**config.mk**
```make
export PLATFORM = sky130hd
export DESIGN_NAME = cat_cell
export DESIGN_NICKNAME = d
export VERILOG_FILES = /design/src/hdl/cat_pkg.sv /design/src/hdl/cat_cell.sv
export SDC_FILE = /design/constraint.sdc
export NUM_CORES = 1
export LEC_CHECK = 0
export ABC_CLOCK_PERIOD_IN_PS = 4880
export BUFFER_PORTS_ARGS = -buffer_cell sky130_fd_sc_hd__buf_2
export CORE_MARGIN = 3
export CORE_UTILIZATION = 40
export DETAILED_ROUTE_END_ITERATION = 16
export PLACE_DENSITY = 0.87
export SLEW_MARGIN = 15
export SYNTH_ARGS = -nofsm -noshare
export SYNTH_HDL_FRONTEND = slang
export SYNTH_SLANG_ARGS = --single-unit
```
**constraint.sdc**
```tcl
create_clock -name clk -period 4.88 [get_ports clk]
set_clock_uncertainty 0.1 [all_clocks]
set_input_delay 0.976 -clock clk [delete_from_list [all_inputs] [get_ports clk]]
set_output_delay 0.976 -clock clk [all_outputs]
set_load 0.02 [all_outputs]
```
**src/hdl/cat_pkg.sv**
```systemverilog
// Shared types and codes for the compacting array table.
package cat_pkg;

  localparam logic [1:0] MODE_FIND   = 2'd0;
  localparam logic [1:0] MODE_MODIFY = 2'd1;
  localparam logic [1:0] MODE_APPEND = 2'd2;
  localparam logic [1:0] MODE_REMOVE = 2'd3;

  localparam logic [1:0] STAT_OK       = 2'd0;
  localparam logic [1:0] STAT_RANGE    = 2'd1;
  localparam logic [1:0] STAT_FULL     = 2'd2;
  localparam logic [1:0] STAT_NOTFOUND = 2'd3;

  typedef struct packed {
    logic [1:0]         mode;
    logic [5:0]         position;
    logic signed [31:0] data_value;
  } cat_in_t;

  typedef struct packed {
    logic [1:0]         status;
    logic [5:0]         found_position;
    logic signed [31:0] new_value;
    logic signed [31:0] previous_value;
    logic [6:0]         entry_count;
  } cat_out_t;

  typedef struct packed {
    logic find;
    logic modify;
    logic append;
    logic remove;
  } cat_cmd_t;

endpackage

```
**src/hdl/cat_cell.sv**
```systemverilog
// One table entry: write, shift from the upper neighbor, and leaf capture.
module cat_cell #(
  parameter int IDX = 0,
  parameter int CW  = 7
) (
  input  logic             clk,
  input  logic             exec,
  input  cat_pkg::cat_cmd_t cmd,
  input  logic [CW+5:0]    pos,
  input  logic [CW+5:0]    cnt,
  input  logic [31:0]      data,
  input  logic [31:0]      nbr_val,
  output logic [31:0]      val_o,
  output logic             leaf_hit_o,
  output logic [31:0]      leaf_val_o
);

  localparam logic [CW+5:0] ME    = (CW+6)'(IDX);
  localparam logic [CW+5:0] ME_P1 = (CW+6)'(IDX + 1);

  logic [31:0] value_r;
  logic [31:0] value_nxt;
  logic        leaf_hit_r;
  logic        leaf_hit_nxt;
  logic [31:0] leaf_val_r;

  always_comb begin
    value_nxt = value_r;
    if (cmd.modify && (ME == pos)) begin
      value_nxt = data;
    end
    if (cmd.append && (ME == cnt)) begin
      value_nxt = data;
    end
    if (cmd.remove && (ME >= pos) && (ME_P1 < cnt)) begin
      value_nxt = nbr_val;
    end
    if (cmd.find) begin
      leaf_hit_nxt = (value_r == data) && (ME < cnt);
    end else begin
      leaf_hit_nxt = (ME == pos);
    end
  end

  always_ff @(posedge clk) begin
    if (exec) begin
      value_r    <= value_nxt;
      leaf_hit_r <= leaf_hit_nxt;
      leaf_val_r <= value_r;
    end
  end

  assign val_o      = value_r;
  assign leaf_hit_o = leaf_hit_r;
  assign leaf_val_o = leaf_val_r;

endmodule

```
[Word-level counts from Yosys, hierarchy flattened]
Index checks and enable logic that the tools add are counted.
Operators by class
  $add $sub $neg: 0
  $mul: 0
  div/mod/pow operators: 0
  $lt $le $gt $ge: 3
  eq/ne operators: 1
  shifts and indexed selects: 0
  mux-type cells: 4
  bitwise gates (word level): 0
  reduce and logical (&&, ||, !) cells: 9
Operators with widths (count)
  $mux 32: 3
  $eq 32x32->1: 1
  $logic_not 13->1: 2
  $lt 1x13->1 const A: 2
  $ge 1x13->1 const A: 1
  $logic_and 1x1->1: 5
  $reduce_bool 3->1: 1
  $reduce_and 2->1: 1
  $mux 1: 1
Word-level totals
  register bits after elaboration: 65
  bits in latches: 0
  memory bits (writable): 0
  memory bits (read-only): 0
  input bits: 96
  output and inout port bits: 65
  logic and storage cells: 20
  memories: 0

[Depth between registers and ports, before layout]
Gate-level depths: netlist of run 1.
  depth in word-level cells: 5
  depth in mapped cells: 6
  gate-level depth less buffers: 5

[Worst setup path before layout of run 1]
No wires, ideal clock.
  path type: input -> register
  from: input port pos[2]
  to: register value_r[0] (netlist: val_o[0]) (enable)
  setup time: 0.471 ns
  data arrival time: 4.290 ns
  data required time: 4.309 ns
  slack: 0.019 ns
  stages on the path: 6
  path buffers: 1
  path through: nor4_1 nand3_1 nor4_4 nand3_4 buf_6 a21boi_0
On the way
  longest elaborated chain between the ends: 5
  elaborated cells on any way between the ends: 7
  classes of those cells: 1 x order compare; 6 x reduce/logical
RTL lines
  start, declared: line cat_cell.sv:9  | input logic [CW+5:0] pos,
  $ge 1x13->1: line cat_cell.sv:35  | if (cmd.remove && (ME >= pos) && (ME_P1 < cnt)) begin
  $logic_and 1x1->1 (2 in a row): line cat_cell.sv:35
  $reduce_bool 3->1 (no line) *
  $reduce_and 2->1 (no line) *
  end signal, assigned: line cat_cell.sv:47  | value_r <= value_nxt;
  end, declared: line cat_cell.sv:21  | logic [31:0] value_r;
Every way passes the cells marked *; elsewhere a longest branch is shown, timed or not.
A chain may end at the register's enable or synchronous reset.

[Worst setup path after layout of run 1]
  from: input port pos[9]
  to: register value_r[2] (netlist: val_o[2]) (enable)
The elaborated chain is that of the path after synthesis.

==> results of run 1 <==
## metal layers
layer	vias up	track usage	wire, um
met4	0	0.0515	24
met3	4	0.0431	561
met2	94	0.292	3630
met5	-	0	0
met1	950	0.187	2590
li1	956	-	-
## registers in the layout, indices dropped and copies added, names as in the netlist
| signal | cells |
|---|---|
| val_o | 32 |
| leaf_val_o | 32 |
| leaf_hit_o | 1 |
## cell families (layout without fill, tap and decap cells)
kind of cell	after synthesis	after routing	synth area share
DFF	65	65	0.668
xor gates and xnor gates	32	32	0.0959
muxes	32	32	0.161
and+or+nand+nor	22	22	0.0535
AOI/OAI and AO/OA	4	4	0.00942
buffers and inverters	4	179	0.0128
## stage by stage
stage	hold slack (ps)	instances	util	total power (uW)	cell area [sq um]
2_1_floorplan	528	159	-	675	2920
3_3_place_gp	377	414	0.552	734	3840
5_1_grt	417	430	0.584	1270	4060
3_5_place_dp	381	414	0.552	738	3840
6_report	395	430	0.584	1220	4060
4_1_cts	399	430	0.584	1230	4060
## where the power goes
part           switching, uW  internal, uW
combinational           46.8          57.2
clock                    203           287
sequential              1.83           620
## how the worst min path moves through the flow
stage	depth (start not counted)	startpoint	to
after floorplan	0	val_o[0]	leaf_val_o[0]
after global placement	0	val_o[3]	leaf_val_o[3]
after detailed placement	0	val_o[3]	leaf_val_o[3]
after CTS	0	val_o[3]	leaf_val_o[3]
after global routing	0	val_o[21]	leaf_val_o[21]
final	0	val_o[29]	leaf_val_o[29]
## layout make-up
| type | instances | area share |
|---|---|---|
| Clock inverter | 7 | 0.0234 |
| Tap cell | 96 | 0.0296 |
| Multi-Input combinational cell | 90 | 0.233 |
| Clock buffer | 9 | 0.0305 |
| Timing Repair Buffer | 162 | 0.201 |
| Inverter | 1 | 0.000926 |
| Sequential cell | 65 | 0.481 |
## worst reg2reg max path, stage by stage (launching register included)
cell,delay [ps]
edfxtp_1,440
xor2_1,160
nor4_1,390
o2111ai_1,170
or4_1,410
o22ai_1,140
## Yosys cell counts, drive strengths merged
library cell | n | share of area
inv | 1 | 0.0013
nor2 | 1 | 0.0013
o22ai | 1 | 0.0021
buf | 3 | 0.012
a21boi | 1 | 0.0026
or4 | 1 | 0.0026
o2111ai | 1 | 0.0030
xnor2 | 9 | 0.027
nand3 | 4 | 0.011
nor3 | 1 | 0.0017
nand4 | 2 | 0.0043
edfxtp | 65 | 0.67
a21oi | 1 | 0.0017
nor3b | 1 | 0.0026
nand2 | 1 | 0.0013
mux2 | 32 | 0.16
xor2 | 23 | 0.069
nor4 | 11 | 0.029
==> results.toml, run 1 <==
[run_status]
status = "finished clean"

[critical_path]
critPathCaptureType = "register"
critical_path_cell_count = 6
kind_of_cell_adding_the_most_delay_to_the_critical_path = "compound AO/OA/AOI/OAI gates"
rrSetupSlack_ps = 2920
crit_path_start = "pos[9]"
timing.critical_path.arrival_ps = 2810
critical_path_cell_with_the_highest_stage_delay = "a21boi_4"
startpoint_of_the_lowest_slack_register_to_register_path = "val_o[4]"
cp_cell_sequence = "buf_2 > nor4_1 > nand3_1 > nor4_4 > a21oi_1 > a21boi_4"
critical_path_s_largest_stage_delay_ps = 840
regToRegEndpoint = "leaf_hit_o"
critical_path.startpoint_type = "input pin"
reg2reg_depth = 5
critPathBufInv = 1
timing_worst_setup_path_type = "in -> reg"
critical_path.max_fanout = 32
critical_path_required_ps = 4720
critPathCapture = "val_o[2]"

[sta]
final.min_clock_period_ps = 2960
fin_setup_tns_ps = 0
worst-slew-pin-transition_ps = 1060
timing.fmax_mhz = 337
unrepaired_setup_endpoints_after_global_routing = "false"
slack_of_the_critical_path_ps = 1920
slew_violations = 0
fraction_of_the_cycle_the_final_worst_path_needs = 0.607
slew_headroom = 0.293
timing_hold_violations_final = 0
finalSetupViolations = 0

[cts]
cts.htree.levels = 3
cts_hold_repair.buffers = 0
post-cts-setup-buffers = 0
cts_max_path_buffers = 2
worst_setup_hold_path_clk_slew_ps = 80
cts-root-buf = "clkbuf_8"
clkLatencyLatePin_ps = 320
cts_buffers = 9
cts_tree = "built"
clock_sinks = 65
post_cts_resize_count = 0

[pwr]
p_leak_uw = 0.00179
power_per_cell_area_nw_per_um2 = 300
vdd.ir_drop.worst_v = 0.000158

[die]
start_util = 0.421
die_y_um = 91.5
fp-row-count = 30
chip_width_um = 91.5
placeable_core_area_sq_um = 6940
design.die.area_sq_um = 8370
io-pin-count = 161

[cells_and_area]
final_common_cell = "buf_2"
sequential_cell_area_sq_um = 1950
design.final.nets = 425
layout-drive-gt1-share = 0.638
antenna-diode-count = 0
layout.cells.most_common_list = "buf_2, edfxtp_1, mux2_4"
area_growth_pct = 38.7
fill_cells = 571
area_of_the_multi_input_gates_sq_um = 945

[yosys]
synth_nets = 255
post_synthesis_sequential_element_count = 65
yosys_cell_types = 21
mappedNetlistArea_sq_um = 2920
yosys_warnings = 0
synthesis.area_per_instance_sq_um = 18.4
syn-instance-count = 159
synth_seq_area_share = 0.668

[route]
routedWlPerCell_um = 15.8
drt-initial-drc-count = 44
post-route-drc-count = 0
drt_wl_total_um = 6810
ant_nets = 0
via_total_after_detailed_routing = 2004
first_pass_iters = 4
vias_per_cell = 4.66

[min_path]
worst_hold_path_type = "reg -> reg"

[job]
max_cap_viol_count = 0

[placement]
dpl_hpwl_um = 5290
pre_cts_slack_ps = 1530
quantity_of_i_o_buffers_inserted_on_ports = 160
place_congestion = 0.761

[global_route]
grt_start_max_net_pins = 35
grt_pass1_wl_um = 10600
first_global_vias = 2127
antenna_violations_before_repair = 0
globalRoute.totalOverflow = 0
track_usage = 0.163
Power figures use the tool's default switching activity.
==> run 2, diff against run 1 <==
Settings changed: ABC_CLOCK_PERIOD_IN_PS 4880 to 2800, CORE_UTILIZATION 40 to 44, PLACE_DENSITY 0.87 to 0.9.
Clock period 4.88 ns to 2.8 ns, I/O delays scaled along.
==> run 2 against run 1 <==
Compared with the run above: global-route usage grew 1.8 points; worst setup slack lost 1300 ps; cell area grew 0.62%; flip-flop and latch count is the same; utilization grew 5.5 points; die area shrank 8.5%; combinational power grew 73%; via count grew 1.0%; clock power grew 89%; wire length grew 1.4%; first-iteration DRC count grew 27%; critical endpoint is now val_o[23].
==> results.toml, run 2 (same netlist as run 1, synthesis figures left out) <==
[run_status]
status = "finished clean"

[min_path]
holdCritStartpoint = "val_o[23]"
worstHoldPathCells = 0
worst_hold_path_type = "reg -> reg"
hold_end = "leaf_val_o[23]"

[pwr]
power.share.switching = 0.195
vdd.ir_drop.worst_v = 0.000325
sequentialPowerShare = 0.495
power.net_switching_uw = 426
p_leak_uw = 0.00182
power_per_cell_area_nw_per_um2 = 536
internal_cell_power_uw = 1760
clock_power_share = 0.423
combinationalPowerShare = 0.082

[global_route]
globalRoute.totalOverflow = 0
track_usage = 0.180
antenna_violations_before_repair = 1
grt_start_max_net_pins = 19
grt_pass1_wl_um = 10300
first_global_vias = 2112

[placement]
quantity_of_i_o_buffers_inserted_on_ports = 160
dpl_hpwl_um = 5490
place_congestion = 0.865

[cts]
cts_buffers = 9
worst_setup_hold_path_clk_slew_ps = 70
clock_sinks = 65
cts_max_path_buffers = 2
clkLatencyLatePin_ps = 330
post_cts_resize_count = 0
post-cts-setup-buffers = 0
cts-root-buf = "clkbuf_8"
cts.htree.levels = 3
cts_hold_repair.buffers = 0
cts_tree = "built"

[critical_path]
critical_path.startpoint_type = "input pin"
critical_path_required_ps = 2780
rrSetupSlack_ps = 840
critical_path_cell_with_the_highest_stage_delay = "mux2_4"
crit_path_start = "pos[2]"
timing.critical_path.arrival_ps = 2130
cp_cell_sequence = "buf_2 > nor4_1 > nand3_1 > nor4_4 > nand3_4 > buf_4 > mux2_4"
startpoint_of_the_lowest_slack_register_to_register_path = "val_o[24]"
timing_worst_setup_path_type = "in -> reg"
critPathCaptureType = "register"
reg2reg_depth = 5
regToRegEndpoint = "leaf_hit_o"
critical_path.max_fanout = 13
critical_path_s_largest_stage_delay_ps = 320

[sta]
fin_setup_tns_ps = 0
fraction_of_the_cycle_the_final_worst_path_needs = 0.770
timing_hold_violations_final = 0
unrepaired_setup_endpoints_after_global_routing = "false"
finalSetupViolations = 0
slew_violations = 0
timing.fmax_mhz = 464
slew_headroom = 0.696
whs_ps = 397
final.min_clock_period_ps = 2160
worst-slew-pin-transition_ps = 455

[route]
vias_per_cell = 4.89
routedWlPerCell_um = 16.7
ant_nets = 0
drt-initial-drc-count = 56
post-route-drc-count = 0
first_pass_iters = 4
via_total_after_detailed_routing = 2024
drt_wl_total_um = 6910

[cells_and_area]
fill_cells = 515
final_common_cell = "buf_2"
layout-drive-gt1-share = 0.632
layout.cells.most_common_list = "buf_2, edfxtp_1, mux2_4"
antenna-diode-count = 0
area_growth_pct = 39.6
design.final.nets = 428

[die]
io-pin-count = 161
start_util = 0.458
chip_width_um = 87.5
die_y_um = 87.5
placeable_core_area_sq_um = 6390
fp-row-count = 29
design.die.area_sq_um = 7660

[job]
max_cap_viol_count = 0
## run 2: changes by cell type in the layout (fill, tap and decap cells not counted), sizes merged
| cell | previous run | this run |
|---|---|---|
| buf | 162 | 165 |
| bufinv | 2 | 3 |
| clkinv | 4 | 3 |
## run 2: layer usage
layer  track usage  wire length, um
met5             0                7
met4        0.0823              144
met3        0.0615              620
met2         0.308             3510
met1         0.203             2630
## run 2: worst max-delay path by stage
stage                            to  slack, ps  cells after the start
after global routing      val_o[23]        540                      7
after global placement    val_o[18]        380                      7
after detailed placement  val_o[21]        290                      7
final                     val_o[23]        640                      7
after CTS                 val_o[23]        640                      7
after floorplan            val_o[0]        170                      6
## run 2: cell type report
type	count	area, sq um	share of cell area
Clock buffer	9	124	0.0304
Clock inverter	7	109	0.0267
Inverter	1	3.75	0.000920
Multi-Input combinational cell	90	945	0.232
Sequential cell	65	1950	0.478
Tap cell	77	96.3	0.0236
Timing Repair Buffer	165	851	0.209
## run 2: worst max-delay path, delay by kind of cell
family	cells	cell delay, ps
mux	1	320
simple gates	4	900
buf+inv	2	350
## run 2: power groups by stage
stage / combinational, uW / clock (uW) / sequential [uW]
global placement: 175 / 0 / 1100
floorplan: 53.9 / 0 / 1120
CTS: 182 / 943 / 1080
detailed placement: 181 / 0 / 1100
finish: 180 / 925 / 1080
global route: 195 / 987 / 1080
## run 2: per-stage QoR
| step | total power (uW) | cells | utilization | setup WS (ps) | cell area, sq um |
|---|---|---|---|---|---|
| after global placement | 1280 | 398 | 0.602 | 380 | 3850 |
| after floorplan | 1180 | 159 | - | 170 | 2930 |
| final | 2190 | 414 | 0.639 | 644 | 4080 |
| after CTS | 2210 | 414 | 0.639 | 642 | 4080 |
| after detailed placement | 1290 | 398 | 0.602 | 288 | 3850 |
| after global routing | 2270 | 414 | 0.639 | 539 | 4080 |
